**src/rtl/core/lftp_pkg.sv**
```systemverilog
// Shared types and constants for the tag frame parser.
// Used by the front end, the back end and the top level; depends on nothing.
package lftp_pkg;

  localparam logic [7:0] START_BYTE = 8'h02;
  localparam logic [7:0] END_BYTE   = 8'h03;

  // Frame positions, counted from the start byte at position 0
  localparam int unsigned FRAME_LEN   = 14;
  localparam logic [3:0]  LAST_POS    = 4'(FRAME_LEN - 1);
  localparam logic [3:0]  ID_LAST_POS = 4'd10;
  localparam logic [3:0]  CHK_LAST_POS = 4'd12;

  localparam int unsigned ID_W  = 40;
  localparam int unsigned CHK_W = 8;

  localparam int unsigned CMD_DEPTH_DEF = 2;
  localparam int unsigned RES_DEPTH_DEF = 2;

  typedef enum logic [2:0] {
    OP_START   = 3'd0,
    OP_FIRST   = 3'd1,
    OP_ID_PAIR = 3'd2,
    OP_CHK_PAIR = 3'd3,
    OP_END_OK  = 3'd4,
    OP_END_BAD = 3'd5
  } op_e;

  typedef enum logic [1:0] {
    ST_OK       = 2'd0,
    ST_MISMATCH = 2'd1,
    ST_BAD_LEN  = 2'd2
  } status_e;

  typedef struct packed {
    op_e        op;
    logic [3:0] nib;
    logic       nib_ok;
  } cmd_t;

  typedef struct packed {
    status_e           status;
    logic [ID_W-1:0]   tag_id;
    logic [CHK_W-1:0]  computed_check;
    logic [CHK_W-1:0]  received_check;
  } res_t;

endpackage

```
**src/rtl/core/lftp_fifo.sv**
```systemverilog
// Small flop-based queue with a fill count, used between the stages.
// Depends on nothing; width and depth come from parameters.
module lftp_fifo #(
  parameter int unsigned WIDTH = 8,
  parameter int unsigned DEPTH = 2
) (
  input  logic             clk_i,
  input  logic             rst_ni,
  input  logic             push_i,
  input  logic [WIDTH-1:0] data_i,
  output logic             full_o,
  input  logic             pop_i,
  output logic [WIDTH-1:0] data_o,
  output logic             empty_o
);

  localparam int unsigned PTR_W = (DEPTH > 1) ? $clog2(DEPTH) : 1;
  localparam int unsigned CNT_W = $clog2(DEPTH + 1);

  logic [WIDTH-1:0] mem_q [DEPTH];
  logic [PTR_W-1:0] wr_ptr_q, wr_ptr_d, rd_ptr_q, rd_ptr_d;
  logic [CNT_W-1:0] count_q, count_d;
  logic             do_push, do_pop;

  assign full_o  = (count_q == CNT_W'(DEPTH));
  assign empty_o = (count_q == '0);
  assign do_push = push_i && !full_o;
  assign do_pop  = pop_i && !empty_o;
  assign data_o  = mem_q[rd_ptr_q];

  always_comb begin
    wr_ptr_d = wr_ptr_q;
    rd_ptr_d = rd_ptr_q;
    count_d  = count_q;
    if (do_push) begin
      wr_ptr_d = (wr_ptr_q == PTR_W'(DEPTH - 1)) ? '0 : wr_ptr_q + 1'b1;
    end
    if (do_pop) begin
      rd_ptr_d = (rd_ptr_q == PTR_W'(DEPTH - 1)) ? '0 : rd_ptr_q + 1'b1;
    end
    if (do_push && !do_pop) begin
      count_d = count_q + 1'b1;
    end else if (do_pop && !do_push) begin
      count_d = count_q - 1'b1;
    end
  end

  always_ff @(posedge clk_i or negedge rst_ni) begin
    if (!rst_ni) begin
      wr_ptr_q <= '0;
      rd_ptr_q <= '0;
      count_q  <= '0;
    end else begin
      wr_ptr_q <= wr_ptr_d;
      rd_ptr_q <= rd_ptr_d;
      count_q  <= count_d;
    end
  end

  always_ff @(posedge clk_i) begin
    if (do_push) begin
      mem_q[wr_ptr_q] <= data_i;
    end
  end

`ifndef SYNTH
  a_count_bound: assert property (@(posedge clk_i) disable iff (!rst_ni)
    count_q <= CNT_W'(DEPTH))
    else $error("fifo fill count beyond depth");
`endif

endmodule

```
**src/rtl/core/lftp_front.sv**
```systemverilog
// Front end: tracks frame position and classifies each byte into a command.
// Depends on lftp_pkg.
module lftp_front
  import lftp_pkg::*;
(
  input  logic       clk_i,
  input  logic       rst_ni,
  input  logic       accept_i,
  input  logic [7:0] rx_byte_i,
  output logic       cmd_valid_o,
  output cmd_t       cmd_o
);

  logic       in_frame_q, in_frame_d;
  logic [3:0] cnt_q, cnt_d;
  logic [7:0] dig_off, low_off, up_off;
  logic [3:0] nib;
  logic       nib_ok;

  assign dig_off = rx_byte_i - 8'h30;
  assign low_off = rx_byte_i - 8'h57;
  assign up_off  = rx_byte_i - 8'h37;

  // Hex value of the byte, flagged when it is not a hex digit
  always_comb begin
    nib_ok = 1'b1;
    nib    = dig_off[3:0];
    if (rx_byte_i >= 8'h30 && rx_byte_i <= 8'h39) begin
      nib = dig_off[3:0];
    end else if (rx_byte_i >= 8'h61 && rx_byte_i <= 8'h66) begin
      nib = low_off[3:0];
    end else if (rx_byte_i >= 8'h41 && rx_byte_i <= 8'h46) begin
      nib = up_off[3:0];
    end else begin
      nib_ok = 1'b0;
    end
  end

  always_comb begin
    in_frame_d   = in_frame_q;
    cnt_d        = cnt_q;
    cmd_valid_o  = 1'b0;
    cmd_o.op     = OP_START;
    cmd_o.nib    = nib;
    cmd_o.nib_ok = nib_ok;
    if (accept_i) begin
      if (rx_byte_i == START_BYTE) begin
        in_frame_d  = 1'b1;
        cnt_d       = 4'd1;
        cmd_valid_o = 1'b1;
      end else if (in_frame_q) begin
        cnt_d = cnt_q + 1'b1;
        if (rx_byte_i == END_BYTE) begin
          in_frame_d  = 1'b0;
          cmd_valid_o = 1'b1;
          cmd_o.op    = (cnt_q == LAST_POS) ? OP_END_OK : OP_END_BAD;
        end else if (cnt_q <= CHK_LAST_POS) begin
          cmd_valid_o = 1'b1;
          if (cnt_q[0]) begin
            cmd_o.op = OP_FIRST;
          end else if (cnt_q <= ID_LAST_POS) begin
            cmd_o.op = OP_ID_PAIR;
          end else begin
            cmd_o.op = OP_CHK_PAIR;
          end
        end else begin
          // no end byte where one was due: drop the frame
          in_frame_d = 1'b0;
        end
      end
    end
  end

  always_ff @(posedge clk_i or negedge rst_ni) begin
    if (!rst_ni) begin
      in_frame_q <= 1'b0;
      cnt_q      <= '0;
    end else begin
      in_frame_q <= in_frame_d;
      cnt_q      <= cnt_d;
    end
  end

`ifndef SYNTH
  a_pos_range: assert property (@(posedge clk_i) disable iff (!rst_ni)
    in_frame_q |-> (cnt_q >= 4'd1 && cnt_q <= LAST_POS))
    else $error("frame position out of range while receiving");
  a_end_ok_pos: assert property (@(posedge clk_i) disable iff (!rst_ni)
    (cmd_valid_o && cmd_o.op == OP_END_OK) |-> (cnt_q == LAST_POS))
    else $error("complete frame reported at wrong position");
  a_start_restart: assert property (@(posedge clk_i) disable iff (!rst_ni)
    (accept_i && rx_byte_i == START_BYTE) |=> (in_frame_q && cnt_q == 4'd1))
    else $error("start byte did not restart the frame");
`endif

endmodule

```
**src/rtl/core/lftp_back.sv**
```systemverilog
// Back end: carries out commands on the ID and checksum accumulators and
// builds result items. Depends on lftp_pkg.
module lftp_back
  import lftp_pkg::*;
(
  input  logic clk_i,
  input  logic rst_ni,
  input  logic cmd_empty_i,
  input  cmd_t cmd_i,
  output logic cmd_pop_o,
  input  logic res_full_i,
  output logic res_push_o,
  output res_t res_o
);

  logic [3:0]      first_nib_q;
  logic            first_ok_q;
  logic [ID_W-1:0] id_q;
  logic [7:0]      xor_q, chk_q;
  logic [7:0]      pair_val;
  logic            is_end;

  assign is_end     = (cmd_i.op == OP_END_OK) || (cmd_i.op == OP_END_BAD);
  assign cmd_pop_o  = !cmd_empty_i && (!is_end || !res_full_i);
  assign res_push_o = cmd_pop_o && is_end;

  // Leading valid digits of the pair
  always_comb begin
    if (!first_ok_q) begin
      pair_val = 8'h00;
    end else if (!cmd_i.nib_ok) begin
      pair_val = {4'h0, first_nib_q};
    end else begin
      pair_val = {first_nib_q, cmd_i.nib};
    end
  end

  always_comb begin
    if (cmd_i.op == OP_END_OK) begin
      res_o.status         = (xor_q == chk_q) ? ST_OK : ST_MISMATCH;
      res_o.tag_id         = id_q;
      res_o.computed_check = xor_q;
      res_o.received_check = chk_q;
    end else begin
      res_o.status         = ST_BAD_LEN;
      res_o.tag_id         = '0;
      res_o.computed_check = '0;
      res_o.received_check = '0;
    end
  end

  always_ff @(posedge clk_i or negedge rst_ni) begin
    if (!rst_ni) begin
      first_nib_q <= '0;
      first_ok_q  <= 1'b0;
      id_q        <= '0;
      xor_q       <= '0;
      chk_q       <= '0;
    end else if (cmd_pop_o) begin
      unique case (cmd_i.op)
        OP_START: begin
          first_nib_q <= '0;
          first_ok_q  <= 1'b0;
          id_q        <= '0;
          xor_q       <= '0;
          chk_q       <= '0;
        end
        OP_FIRST: begin
          first_nib_q <= cmd_i.nib;
          first_ok_q  <= cmd_i.nib_ok;
        end
        OP_ID_PAIR: begin
          id_q  <= {id_q[ID_W-9:0], pair_val};
          xor_q <= xor_q ^ pair_val;
        end
        OP_CHK_PAIR: begin
          chk_q <= pair_val;
        end
        OP_END_OK, OP_END_BAD: begin
        end
        default: begin
        end
      endcase
    end
  end

`ifndef SYNTH
  a_no_push_full: assert property (@(posedge clk_i) disable iff (!rst_ni)
    res_push_o |-> !res_full_i)
    else $error("result written into a full queue");
  a_start_clears: assert property (@(posedge clk_i) disable iff (!rst_ni)
    (cmd_pop_o && cmd_i.op == OP_START) |=> (xor_q == 8'h00 && id_q == '0))
    else $error("start did not clear the accumulators");
`endif

endmodule

```
**src/rtl/core/lf_tag_ascii_frame_parser_top.sv**
```systemverilog
// Tag reader frame parser: STX/ETX framed ASCII hex ID with XOR checksum.
// Input channel: present rx_byte_i with push; a byte transfers on a rising
//   edge with push high and full low. Bytes outside a frame are discarded.
// Result channel: while empty is low the oldest result sits on status_o,
//   tag_id_o, computed_check_o and received_check_o; it transfers on a
//   rising edge with pop high and empty low.
// A result appears only for an end byte inside a frame: status 0 or 1 for a
//   full 14-byte frame, status 2 with zero fields for a short one. A frame of
//   14 bytes with no end byte is dropped without a result.
// Throughput: one byte per cycle while full is low, set by the classifier in the
//   front end and the accumulator update in the back end.
// The end byte's command is registered in the command queue and then its result in
//   the result queue; empty falls once the result is there.
// Reset (rst_ni low, asynchronous) empties both queues and leaves the parser
//   outside a frame. When pop stays low the result queue fills, the back end
//   holds its command, the command queue fills and full rises.
// Depends on lftp_pkg, lftp_front, lftp_fifo and lftp_back.
module lf_tag_ascii_frame_parser_top
  import lftp_pkg::*;
#(
  parameter int unsigned CMD_DEPTH = CMD_DEPTH_DEF,
  parameter int unsigned RES_DEPTH = RES_DEPTH_DEF
) (
  input  logic               clk_i,
  input  logic               rst_ni,
  input  logic               push,
  output logic               full,
  input  logic [7:0]         rx_byte_i,
  output logic               empty,
  input  logic               pop,
  output logic [1:0]         status_o,
  output logic [ID_W-1:0]    tag_id_o,
  output logic [CHK_W-1:0]   computed_check_o,
  output logic [CHK_W-1:0]   received_check_o
);

  logic                    accept;
  logic                    cmd_valid;
  cmd_t                    front_cmd, back_cmd;
  logic [$bits(cmd_t)-1:0] back_cmd_raw;
  logic                    cmd_empty, cmd_pop;
  logic                    res_full, res_push;
  res_t                    back_res, out_res;
  logic [$bits(res_t)-1:0] out_res_raw;

  assign accept = push && !full;

  lftp_front u_front (
    .clk_i       (clk_i),
    .rst_ni      (rst_ni),
    .accept_i    (accept),
    .rx_byte_i   (rx_byte_i),
    .cmd_valid_o (cmd_valid),
    .cmd_o       (front_cmd)
  );

  lftp_fifo #(
    .WIDTH ($bits(cmd_t)),
    .DEPTH (CMD_DEPTH)
  ) u_cmd_fifo (
    .clk_i   (clk_i),
    .rst_ni  (rst_ni),
    .push_i  (cmd_valid),
    .data_i  (front_cmd),
    .full_o  (full),
    .pop_i   (cmd_pop),
    .data_o  (back_cmd_raw),
    .empty_o (cmd_empty)
  );

  assign back_cmd = back_cmd_raw;

  lftp_back u_back (
    .clk_i       (clk_i),
    .rst_ni      (rst_ni),
    .cmd_empty_i (cmd_empty),
    .cmd_i       (back_cmd),
    .cmd_pop_o   (cmd_pop),
    .res_full_i  (res_full),
    .res_push_o  (res_push),
    .res_o       (back_res)
  );

  lftp_fifo #(
    .WIDTH ($bits(res_t)),
    .DEPTH (RES_DEPTH)
  ) u_res_fifo (
    .clk_i   (clk_i),
    .rst_ni  (rst_ni),
    .push_i  (res_push),
    .data_i  (back_res),
    .full_o  (res_full),
    .pop_i   (pop),
    .data_o  (out_res_raw),
    .empty_o (empty)
  );

  assign out_res          = out_res_raw;
  assign status_o         = out_res.status;
  assign tag_id_o         = out_res.tag_id;
  assign computed_check_o = out_res.computed_check;
  assign received_check_o = out_res.received_check;

endmodule
```
**config.mk**
```make
export PLATFORM = sky130hd
export DESIGN_NAME = lf_tag_ascii_frame_parser_top
export DESIGN_NICKNAME = d
export VERILOG_FILES = /design/src/rtl/core/lftp_pkg.sv /design/src/rtl/core/lftp_fifo.sv /design/src/rtl/core/lftp_front.sv /design/src/rtl/core/lftp_back.sv /design/src/rtl/core/lf_tag_ascii_frame_parser_top.sv
export SDC_FILE = /design/constraint.sdc
export NUM_CORES = 1
export LEC_CHECK = 0
export ABC_AREA = 1
export BUFFER_PORTS_ARGS = -buffer_cell sky130_fd_sc_hd__buf_2
export CORE_ASPECT_RATIO = 1.2
export CORE_MARGIN = 2
export CORE_UTILIZATION = 60
export CTS_CLUSTER_SIZE = 40
export DETAILED_ROUTE_END_ITERATION = 16
export GPL_TIMING_DRIVEN = 0
export MAX_ROUTING_LAYER = met4
export PLACE_DENSITY = 0.8
export SLEW_MARGIN = 20
export SYNTH_ARGS = -nofsm -noshare
export SYNTH_HDL_FRONTEND = slang
export SYNTH_SLANG_ARGS = --single-unit
export TNS_END_PERCENT = 30
```
**constraint.sdc**
```tcl
create_clock -name clk_i -period 7.6 [get_ports clk_i]
set_input_delay 0.76 -clock clk_i [delete_from_list [all_inputs] [get_ports clk_i]]
set_output_delay 0.76 -clock clk_i [all_outputs]
set_load 0.05 [all_outputs]
```
# Word-level counts from Yosys, hierarchy flattened
# Memory sizes are Yosys's and may differ from the RTL's.
# Index checks and enable logic that the tools add are counted.
# word_totals
regBits	74
word_cells	130
output_inout_bits	60
mem_bits_rw	132
memories	2
# classes
add_sub_neg	12
n_reduce_logical	38
order_cmp	8
bitwise	1
n_mux	45
eq_ne	11
# mem_list
memory	depth	word_bits	read_ports	rd_ports_with_merged_regs	write_ports	line_no	text
u_res_fifo.mem_q	2	58	1	0	1	lftp_fifo.sv:20	logic [WIDTH-1:0] mem_q [DEPTH];
u_cmd_fifo.mem_q	2	8	1	0	1	lftp_fifo.sv:20	
# ops
cell	count
$pmux 40 s2	1
$mux 58	1
$pmux 8 s2	2
$mux 1	22
$mux 4	5
$mux 3	6
$eq 8x2->1 const B	2
$ge 8x7->1 const B	2
$le 8x7->1 const B	2
$mux 8	2
$logic_and 1x1->1	14
$reduce_bool 2->1	6
$logic_not 1->1	9
$eq 8x8->1	1
$ge 8x6->1 const B	1
$le 4x4->1 const B	2
$le 8x6->1 const B	1
$mux 2	4
$pmux 4 s2	1
$reduce_and 2->1	4
$sub 4x3->4 const B	2
$xor 8x8->8	1
$eq 3x2->1 const B	2
$eq 3x3->1 const B	2
other kinds (12)	20

# Longest topological paths before layout
# Gate-level depths: netlist of run 1.
# An unclocked memory read counts as a cell.
# logic_depth
word_depth	12
ltp_mapped	13
ltp_nobuf	13

# Hierarchy
# From an unflattened synthesis of run 1, not the netlist that was laid out.
# hier_totals
hier_cells	901
area_unflattened_um2	8928.6
# by_module_without_submodules
mod	area_each_um2	cells_per_inst	n_inst	seq_area_each_um2
lftp_fifo (u_res_fifo)	4454.3	335	1	3583.4
lftp_back	3029.2	390	1	1526.5
lftp_fifo (u_cmd_fifo)	809.5	73	1	580.6
lftp_front	625.6	101	1	125.1
lf_tag_ascii_frame_parser_top	10.0	2	1	0.0

# Worst setup path before layout of run 1
# No wires, ideal clock.
# synth_timing
path_type	register to register
start	register u_cmd_fifo.rd_ptr_q
end	memory u_res_fifo.mem_q[0][0] (netlist name) (enable)
path_slack_ns	3.691
path_buffers	1
arrival_time_ns	3.435
synth_period_minus_slack_ns	3.909
path_stages_with_launch	9
setup_time_ns	0.474
required_time_ns	7.126
path_cell_list	dfrtp_1 > buf_6 > nand2_1 > nand2_2 > nand3_2 > nand2_4 > inv_1 > nand2_1 > nor2_1
# synth_via
elab_chain_len	10
# synth_lines
item	line_no	text
from (decl)	lftp_fifo.sv:21	logic [PTR_W-1:0] wr_ptr_q, wr_ptr_d, rd_ptr_q, rd_ptr_d;
from (signal assigned)	lftp_fifo.sv:55	rd_ptr_q <= rd_ptr_d;
$mem_v2 2x8 *	-	
$eq 3x3->1	lftp_back.sv:23	assign is_end = (cmd_i.op == OP_END_OK) || (cmd_i.op == OP_END_BAD);
$logic_or 1x1->1 *	lftp_back.sv:23	
$logic_not 1->1	lftp_back.sv:24	assign cmd_pop_o = !cmd_empty_i && (!is_end || !res_full_i);
$logic_or 1x1->1	lftp_back.sv:24	
$logic_and 1x1->1	lftp_back.sv:24	
$logic_and 1x1->1 *	lftp_back.sv:25	assign res_push_o = cmd_pop_o && is_end;
$logic_and 1x1->1 *	lftp_fifo.sv:27	assign do_push = push_i && !full_o;
$mux 1 *	lftp_fifo.sv:61	if (do_push) begin
$mux 1 (implied by the code) *	lftp_fifo.sv:62	mem_q[wr_ptr_q] <= data_i;
to (decl)	lftp_fifo.sv:20	
# Every way passes the cells marked *; elsewhere a longest branch is shown, timed or not.

# Worst setup path in the final report of run 1
# layout_timing
start	register u_res_fifo.rd_ptr_q
end	output port computed_check_o[2]
# layout_via
elab_chain_len	1
# layout_lines
item	line_no	text
from (decl)	lftp_fifo.sv:21	
from (signal assigned)	lftp_fifo.sv:55	
$mem_v2 2x58	-	
to (decl)	lf_tag_ascii_frame_parser_top.sv:33	output logic [CHK_W-1:0] computed_check_o,
# No other way between the ends.

==> impl_metrics.yaml, run 1 <==
global_route:
  grtUsageTotal: 0.253
  antenna_found_initial: 0
  overflow: 0
  grt_pass1_vias: 6583
  grt_pass1_wl_microns: 30900
  grt_max_degree: 43
worst_setup_path:
  crit_family: "buffers and inverters"
  reg2reg_slack_ns: 5.12
  critical_path.most_common_cell: "clkbuf_1"
  path_cells: "clkbuf_1 > clkbuf_1 > clkbuf_1 > nand2_1 > nand2_1 > buf_2"
  cp_slowest_cell: "clkbuf_1"
  r2r-start: "u_cmd_fifo.rd_ptr_q$_DFFE_PN0P_"
  startpoint: "u_res_fifo.rd_ptr_q$_DFFE_PN0P_"
  critPathMaxFanout: 10
  max_stage_delay_ns: 0.53
  cp_num_buf_inv: 4
  worstSetupStartpointType: "flip-flop"
  crit_required_ns: 6.84
  arrival_ns: 2.52
  timing.rr.end: "u_res_fifo.mem_q[0][24]$_DFFE_PP_"
  path_depth: 6
  worstSetupPathType: "reg -> out"
  crit_end: "computed_check_o[2]"
  worstSetupEndpointType: "output port"
  worst_r2r_path_depth: 11
clocking:
  cts_tree: "done"
  cts.path.max_buffers: 3
  cts.sinks: 206
  clkTransAtPathRegs_ns: 0.07
  cts_buffers: 20
  post_cts_resized: 0
  htree_levels: 1
  clock_latency_ns: 0.49
  hold_buffers: 0
  post_cts_buffers: 0
  cts_root_buf: "clkbuf_16"
final_layout:
  nets: 1013
  fill_cells: 1031
  area_delta_synth_final_pct: 16.0
  drive_above_1_share: 0.187
  regArea_sq_mm: 0.00582
  final_cells: 1210
  multi_input_comb_area_sq_mm: 0.00262
  antennaDiodeCount: 0
power:
  p_seq_frac: 0.333
  p_sw_mw: 1.95
  p_total_mw: 4.40
  comb_power_share: 0.432
  cellLeakagePower_nw: 4.61
  ir_drop_mv: 0.258
  powerDensity_mw_per_mm2: 420
  sw_frac_of_total: 0.443
  p_int_mw: 2.45
  p_clk_frac: 0.235
worst_hold_path:
  hold_class: "in -> async"
logic_synthesis:
  synthFlopType: "edfxtp_1"
  synth_nets: 915
  avgSynthCellArea_sq_um: 10.1
  netlist_instances: 894
  ys_seq_area_frac: 0.645
  synth_area_leader_cell: "edfxtp_1"
  async_flop_share: 0.359
  yosysMostFrequentCell: "nand2_1"
  ys_seq_elements: 206
  synth_edf_count: 132
  synthTopCellsByArea: "edfxtp_1 44%, dfrtp_1 21%, nand2_1 13%"
  yosysUniqueCellTypes: 32
  ys_warn_count: 0
  synth_top_area_frac: 0.439
  ys_top_cells_by_count: "309 x nand2_1, 132 x edfxtp_1, 106 x inv_1"
  syn_area_sq_mm: 0.00902
floorplanning:
  fp.coreArea_sq_mm: 0.0148
  dieHeight_microns: 138
  start_util: 0.608
  die_w_microns: 116
  rows: 49
  pin_count: 72
  die-area_sq_mm: 0.0160
sta:
  hold_viol_final: 0
  fin_crit_sh: 0.432
  fmax_mhz: 305
  final_max_slew_viol_count: 0
  relSlewSlack: 0.563
  setup_tns_ns: 0
  finalSetupViolCount: 0
  setup_ws_ns: 4.32
  tightest_slew_ns: 0.654
  post-route-min-period_ns: 3.28
  rsz0062_at_grt: "no"
  skew_ns: 0.0128
run_status:
  outcome: "finished, final reports clean"
routing:
  wl_per_cell_microns: 15.8
  vias: 6345
  dr.first_iter.drc_count: 455
  finalWirelength_microns: 19100
  drtAntennaViolNets: 0
  drc: 0
  vias_per_cell: 5.24
  drt-pass1-iter-count: 5
placed_design:
  port_buffers: 71
  hpwlAfterDp_microns: 12900
  gp_congestion: 0.857
  pre_cts_slack_ns: 4.76
  placed_cells: 1174
flow_run:
  max_cap_violations: 0
## worst min-delay path by stage
| stage | end | slack [ns] | start |
|---|---|---|---|
| 6_report | u_back.first_nib_q[1]$_DFFE_PN0P_ | 0.22 | rst_ni |
| 5_1_grt | u_back.chk_q[0]$_DFFE_PN0P_ | 0.26 | rst_ni |
| 4_1_cts | u_back.first_nib_q[1]$_DFFE_PN0P_ | 0.23 | rst_ni |
| 3_5_place_dp | u_cmd_fifo.wr_ptr_q$_DFFE_PN0P_ | 0.46 | u_cmd_fifo.wr_ptr_q$_DFFE_PN0P_ |
| 3_3_place_gp | u_cmd_fifo.wr_ptr_q$_DFFE_PN0P_ | 0.46 | u_cmd_fifo.wr_ptr_q$_DFFE_PN0P_ |
| 2_1_floorplan | u_cmd_fifo.wr_ptr_q$_DFFE_PN0P_ | 0.44 | u_cmd_fifo.wr_ptr_q$_DFFE_PN0P_ |
## layout make-up
cell class,count,area share
sequential,206,0.556
multi-input combinational,546,0.251
clock buffer,23,0.0519
timing repair buffer,76,0.0466
inverter,112,0.0408
tap,204,0.0244
buffer,30,0.0163
clock inverter,13,0.0139
## metal layers
layer / wire (microns) / track usage / share of wire / vias up
li1: - / - / - / 3047
met3: 891 / 0.0298 / 0.047 / 57
met1: 7080 / 0.276 / 0.37 / 3012
met2: 10400 / 0.463 / 0.54 / 229
met5: 0 / - / 0 / -
met4: 760 / 0.0990 / 0.040 / 0
## power groups by stage
stage / Clock, mW / Combinational (mW) / Sequential (mW)
2_1_floorplan: 0 / 1.39 / 1.48
3_3_place_gp: 0 / 1.80 / 1.50
3_5_place_dp: 0 / 1.89 / 1.48
4_1_cts: 1.04 / 1.91 / 1.46
5_1_grt: 1.08 / 2.05 / 1.48
6_report: 1.03 / 1.90 / 1.47
## worst register-to-register path, cell delays in order (launching register included)
cell and delay, ns:
dfrtp_1 0.34, buf_6 0.15, inv_4 0.07, nand2_2 0.06, nand2_2 0.08, nand3_2 0.10
nand2_4 0.09, inv_1 0.11, nand2_1 0.18, nor2_4 0.56, buf_16 0.24, buf_16 0.20
## registers in the layout, indices dropped and copies added (netlist names)
register / flops
u_back.chk_q: 8
u_back.first_nib_q: 4
u_back.first_ok_q: 1
u_back.id_q: 40
u_back.xor_q: 8
u_cmd_fifo.count_q: 2
u_cmd_fifo.mem_q: 16
u_cmd_fifo.rd_ptr_q: 1
u_cmd_fifo.wr_ptr_q: 1
u_front.cnt_q: 4
u_front.in_frame_q: 1
u_res_fifo.count_q: 2
u_res_fifo.mem_q: 116
u_res_fifo.rd_ptr_q: 1
u_res_fifo.wr_ptr_q: 1
## placed cells by master (no fill, tap or decap), types with 2 or more instances in the layout
cell type,n
nand2_4,2
clkbuf_16,21
clkbuf_1,16
nor3_1,4
inv_1,106
nand2_2,7
nand4_1,13
buf_2,77
dfrtp_1,74
o21ai_2,41
ha_1,9
clkinv_2,8
nor2_4,2
nand3_1,29
o21ai_0,14
xnor2_1,5
edfxtp_1,132
a21oi_1,6
nor2_2,2
buf_16,4
o21ai_1,3
bufinv_16,3
inv_2,3
buf_4,2
nor2_1,82
inv_4,2
xor2_1,12
buf_6,6
nand2_1,309
## cell families (layout without fill, tap and decap cells)
| logic type | Yosys count | in the layout | share of synthesized area |
|---|---|---|---|
| compound gates | 67 | 67 | 0.0560 |
| xor+xnor | 17 | 17 | 0.0165 |
| fa+ha+maj | 9 | 9 | 0.0125 |
| buf+inv | 142 | 254 | 0.0662 |
| flops | 206 | 206 | 0.645 |
| simple gates | 453 | 453 | 0.204 |
## per-stage QoR
step	cell area, sq um	utilization	hold WS, ns
after floorplan	9020	-	0.442
after global placement	9630	0.649	0.456
after detailed placement	9780	0.659	0.463
after CTS	10500	0.705	0.233
after global routing	10500	0.705	0.257
final	10500	0.705	0.218
(Power assumes the default switching activity.)
==> inputs of run 2 (changes only) <==
--- a/config.mk
+++ b/config.mk
@@ -9,12 +9,12 @@
 export BUFFER_PORTS_ARGS = -buffer_cell sky130_fd_sc_hd__buf_2
 export CORE_ASPECT_RATIO = 1.2
 export CORE_MARGIN = 2
-export CORE_UTILIZATION = 60
+export CORE_UTILIZATION = 54
 export CTS_CLUSTER_SIZE = 40
 export DETAILED_ROUTE_END_ITERATION = 16
 export GPL_TIMING_DRIVEN = 0
 export MAX_ROUTING_LAYER = met4
-export PLACE_DENSITY = 0.8
+export PLACE_DENSITY = 0.76
 export SLEW_MARGIN = 20
 export SYNTH_ARGS = -nofsm -noshare
 export SYNTH_HDL_FRONTEND = slang
==> constraint.sdc (replaced) <==
create_clock -name clk_i -period 2.8 [get_ports clk_i]
set_input_delay 0.28 -clock clk_i [delete_from_list [all_inputs] [get_ports clk_i]]
set_output_delay 0.28 -clock clk_i [all_outputs]
set_load 0.05 [all_outputs]
==> impl_metrics.yaml, run 2 (synthesis results as in run 1) <==
final_layout:
  layout_commonest_cell: "nand2_1"
  drive_above_1_share: 0.183
  nets: 1014
  fin_util: 0.642
  mostFrequentLayoutCells: "309 x nand2_1, 132 x edfxtp_1, 106 x inv_1"
  area_delta_synth_final_pct: 15.8
  regMostFlops: "u_res_fifo.mem_q"
  reg_top3: "u_res_fifo.mem_q: 116 flops, u_back.id_q: 40 flops, u_cmd_fifo.mem_q: 16 flops"
  largest_register_ffs: 116
  antennaDiodeCount: 0
sta:
  skew_ns: 0.0157
  setup_tns_ns: 0
  finalSetupViolCount: 0
  final_max_slew_viol_count: 0
  relSlewSlack: 0.493
  post-route-min-period_ns: 2.60
  hold_viol_final: 0
  rsz0062_at_grt: "no"
  fin_crit_sh: 0.928
  tightest_slew_ns: 0.758
  fmax_mhz: 385
run_status:
  outcome: "finished, final reports clean"
global_route:
  grt_pass1_vias: 6052
  overflow: 0
  antenna_found_initial: 0
  grt_pass1_wl_microns: 28800
  grt_max_degree: 42
  grtUsageTotal: 0.214
worst_setup_path:
  critPathMaxFanout: 10
  crit_required_ns: 2.52
  worstSetupStartpointType: "flip-flop"
  cp_num_buf_inv: 5
  worstSetupEndpointType: "output port"
  arrival_ns: 2.32
  worstSetupPathType: "reg -> out"
  max_stage_delay_ns: 0.45
  crit_family: "buffers and inverters"
  path_cells: "clkbuf_1 > inv_2 > buf_2 > clkbuf_1 > nand2_1 > nand2_1 > buf_2"
  cp_slowest_cell: "clkbuf_1"
routing:
  dr.first_iter.drc_count: 445
  drt-pass1-iter-count: 5
  vias_per_cell: 4.97
  vias: 6056
  finalWirelength_microns: 17500
  drtAntennaViolNets: 0
  wl_per_cell_microns: 14.4
  drc: 0
flow_run:
  max_cap_violations: 0
floorplanning:
  start_util: 0.554
  rows: 51
  fp.coreArea_sq_mm: 0.0163
  pin_count: 72
  die-area_sq_mm: 0.0178
  die_w_microns: 122
  dieHeight_microns: 146
placed_design:
  hpwlAfterDp_microns: 12500
  port_buffers: 71
  gp_congestion: 0.825
clocking:
  cts_buffers: 20
  htree_levels: 1
  cts_root_buf: "clkbuf_16"
  cts.path.max_buffers: 3
  clkTransAtPathRegs_ns: 0.06
  post_cts_buffers: 0
  cts_tree: "done"
  cts.sinks: 206
  clock_latency_ns: 0.50
power:
  p_total_mw: 11.7
  ir_drop_mv: 0.809
  cellLeakagePower_nw: 4.60
  powerDensity_mw_per_mm2: 1120
worst_hold_path:
  hold_class: "in -> reg"
run 2: through the flow:
step / instances / setup WS (ns) / instance area (sq um) / hold WS (ns)
5_1_grt: 1219 / 0.0500 / 10400 / 0.179
2_1_floorplan: 894 / -0.156 / 9020 / -0.0156
3_5_place_dp: 1182 / 0.277 / 9790 / 0.273
3_3_place_gp: 1177 / -1.09 / 9650 / 0.458
4_1_cts: 1219 / 0.00616 / 10400 / 0.133
6_report: 1219 / 0.201 / 10400 / 0.142
run 2: timing repair:
action / CTS / global route
endpoints found under the setup margin: 0 / 20
resized for setup: 0 / 2
hold buffers: 1 / 0
hold endpoints to repair: 33 / 0
run 2: worst paths after layout:
path	start	endpoint	slack [ns]	cells after the start
worst max-delay path	u_res_fifo.rd_ptr_q$_DFFE_PN0P_	computed_check_o[6]	0.20	7
worst min-delay path	rx_byte_i[3]	u_cmd_fifo.mem_q[1][4]$_DFFE_PP_	0.14	3
worst max register to register	u_cmd_fifo.rd_ptr_q$_DFFE_PN0P_	u_res_fifo.mem_q[1][27]$_DFFE_PP_	0.31	11
worst min register to register	u_cmd_fifo.wr_ptr_q$_DFFE_PN0P_	u_cmd_fifo.wr_ptr_q$_DFFE_PN0P_	0.47	2
max in group asynchronous	rst_ni	u_back.id_q[33]$_DFFE_PN0P_	1.92	3
min in group asynchronous	rst_ni	u_back.chk_q[2]$_DFFE_PN0P_	0.28	2
run 2: area by class of cell:
class	instances	area [sq um]
clock buffers	30	591
inverters	112	427
clock inverters	6	58.8
well taps	212	265
plain buffers	30	171
repair buffers	77	498
multi-input cells	546	2620
flip-flops and latches	206	5820
fillers	1267	5820
run 2: power breakdown:
group,switching (mW),internal [mW]
registers,0.198,3.76
logic,3.89,1.20
clock network,1.08,1.56
total,5.16,6.52
run 2: worst register-to-register path, stage by stage, from the launching register on:
cell and delay, ns:
dfrtp_1 0.34, buf_6 0.15, inv_4 0.08, nand2_2 0.06
nand2_2 0.07, nand3_2 0.10, nand2_4 0.09, inv_1 0.10
nand2_1 0.17, nor2_4 0.60, buf_16 0.25, buf_16 0.18
run 2: per-layer routing:
layer  routed length [microns]  vias to the layer above  share of wire  global-route usage
met1                      6600                     2833           0.38               0.236
met2                      9690                      142           0.55               0.394
met4                       429                        0          0.024              0.0672
met3                       801                       28          0.046              0.0278
li1                          -                     3053              -                   -
met5                         0                        -              0                   -
==> inputs of run 3 (changes only) <==
--- a/config.mk
+++ b/config.mk
@@ -15,6 +15,7 @@
 export GPL_TIMING_DRIVEN = 0
 export MAX_ROUTING_LAYER = met4
 export PLACE_DENSITY = 0.76
+export REMOVE_ABC_BUFFERS = 1
 export SLEW_MARGIN = 20
 export SYNTH_ARGS = -nofsm -noshare
 export SYNTH_HDL_FRONTEND = slang
==> impl_metrics.yaml, run 3 (synthesis results as in run 1) <==
run_status:
  outcome: "finished, final reports clean"
placed_design:
  pre_cts_slack_ns: 0.0510
  dpl-instance-area_sq_mm: 0.00966
  gp_congestion: 0.855
  port_buffers: 71
  placed_cells: 1153
  hpwlAfterDp_microns: 10500
global_route:
  grtUsageTotal: 0.200
  grt_pass1_wl_microns: 28000
  grt_pass1_vias: 6072
  overflow: 0
  grt_max_degree: 60
  antenna_found_initial: 0
final_layout:
  final_cells: 1190
  mostFrequentLayoutCells: "309 x nand2_1, 132 x edfxtp_1, 106 x inv_1"
  antennaDiodeCount: 0
  design_area_sq_mm: 0.0103
  multi_input_comb_area_sq_mm: 0.00264
  area_delta_synth_final_pct: 14.6
  layout_commonest_cell: "nand2_1"
  nets: 985
  regArea_sq_mm: 0.00582
  fill_cells: 1262
  drive_above_1_share: 0.178
  regMostFlops: "u_res_fifo.mem_q"
  reg_top3: "u_res_fifo.mem_q: 116 flops, u_back.id_q: 40 flops, u_cmd_fifo.mem_q: 16 flops"
  largest_register_ffs: 116
sta:
  hold_viol_final: 0
  rsz0062_at_grt: "no"
  post-route-min-period_ns: 2.61
  skew_ns: 0.00721
  setup_ws_ns: 0.192
  final_max_slew_viol_count: 0
  fin_crit_sh: 0.931
  tightest_slew_ns: 0.736
  finalSetupViolCount: 0
  fmax_mhz: 383
  relSlewSlack: 0.508
worst_hold_path:
  hold_class: "in -> reg"
worst_setup_path:
  worstSetupEndpointType: "flip-flop"
  critPathMaxFanout: 21
  crit_required_ns: 2.99
  worstSetupStartpointType: "flip-flop"
  arrival_ns: 2.80
  worstSetupPathType: "reg -> reg"
clocking:
  htree_levels: 1
  post_cts_buffers: 0
  cts_root_buf: "clkbuf_16"
  cts_tree: "done"
  cts.path.max_buffers: 3
  clkTransAtPathRegs_ns: 0.06
  cts.sinks: 206
  clock_latency_ns: 0.49
  cts_buffers: 20
power:
  p_total_mw: 11.5
  ir_drop_mv: 0.594
  cellLeakagePower_nw: 4.53
  powerDensity_mw_per_mm2: 1120
routing:
  dr.first_iter.drc_count: 361
  drtAntennaViolNets: 0
  drt-pass1-iter-count: 5
  drc: 0
  wl_per_cell_microns: 13.9
  vias: 6041
  finalWirelength_microns: 16600
  vias_per_cell: 5.08
floorplanning:
  rows: 51
  dieHeight_microns: 146
  die_w_microns: 122
  fp.coreArea_sq_mm: 0.0163
  die-area_sq_mm: 0.0178
  pin_count: 72
  start_util: 0.554
flow_run:
  max_cap_violations: 0
==> run 3: cell types whose count changed in the layout (fill, tap and decap cells not counted), sizes merged <==
| cell | previous run | this run |
|---|---|---|
| clkbuf | 45 | 25 |
| buf | 91 | 77 |
| clkinv | 6 | 10 |
| bufinv | 1 | 2 |
==> run 3: metal layers <==
layer | routed length [microns] | part of all wire | global-route usage
met5 | 0 | 0 | -
met4 | 390 | 0.024 | 0.0626
met3 | 635 | 0.038 | 0.0247
met2 | 8770 | 0.53 | 0.353
met1 | 6790 | 0.41 | 0.236
==> run 3: worst max-delay path: stages, from the launching register on <==
cell and delay (ns):
dfrtp_2 0.50, inv_4 0.09, nand2_2 0.07, nand2_2 0.09
nand3_2 0.10, nand2_4 0.10, inv_1 0.10, nand2_1 0.18
nor2_4 0.62, buf_16 0.25, buf_16 0.18
==> run 3: what timing repair did <==
item | in CTS | in global routing
endpoints found under the setup margin | 0 | 43
resized for setup | 0 | 2
hold buffers | 1 | 0
hold endpoints to repair | 36 | 0
==> run 3: final timing paths <==
path,cells past startpoint,from,to,slack (ns)
hold reg to reg,2,u_cmd_fifo.wr_ptr_q$_DFFE_PN0P_,u_cmd_fifo.wr_ptr_q$_DFFE_PN0P_,0.47
setup reg to reg,10,u_cmd_fifo.rd_ptr_q$_DFFE_PN0P_,u_res_fifo.mem_q[1][9]$_DFFE_PP_,0.19
max in group asynchronous,3,rst_ni,u_res_fifo.rd_ptr_q$_DFFE_PN0P_,1.88
min in group asynchronous,2,rst_ni,u_back.chk_q[2]$_DFFE_PN0P_,0.30
hold / removal,3,pop,u_res_fifo.rd_ptr_q$_DFFE_PN0P_,0.16
setup / recovery,10,u_cmd_fifo.rd_ptr_q$_DFFE_PN0P_,u_res_fifo.mem_q[1][9]$_DFFE_PP_,0.19
==> run 3: stage by stage <==
stage | TNS, ns | hold slack, ns | utilization
finish | 0 | 0.156 | 0.635
global route | 0 | 0.168 | 0.635
CTS | 0 | 0.147 | 0.635
detailed placement | 0 | 0.287 | 0.594
global placement | -457.47 | 0.458 | 0.582
floorplan | -142.52 | -0.0156 | -
==> run 3: area by class of cell <==
cell class              instances  area share
clock buffers                  25      0.0533
clock inverters                11      0.0102
inverters                     112      0.0418
multi-input cells             546       0.255
flip-flops and latches        206       0.563
well taps                     212      0.0257
repair buffers                 78      0.0509
==> run 3: power breakdown <==
group          switching [mW]  internal [mW]
Combinational            3.61           1.10
Clock                    1.10           1.58
Sequential              0.390           3.77
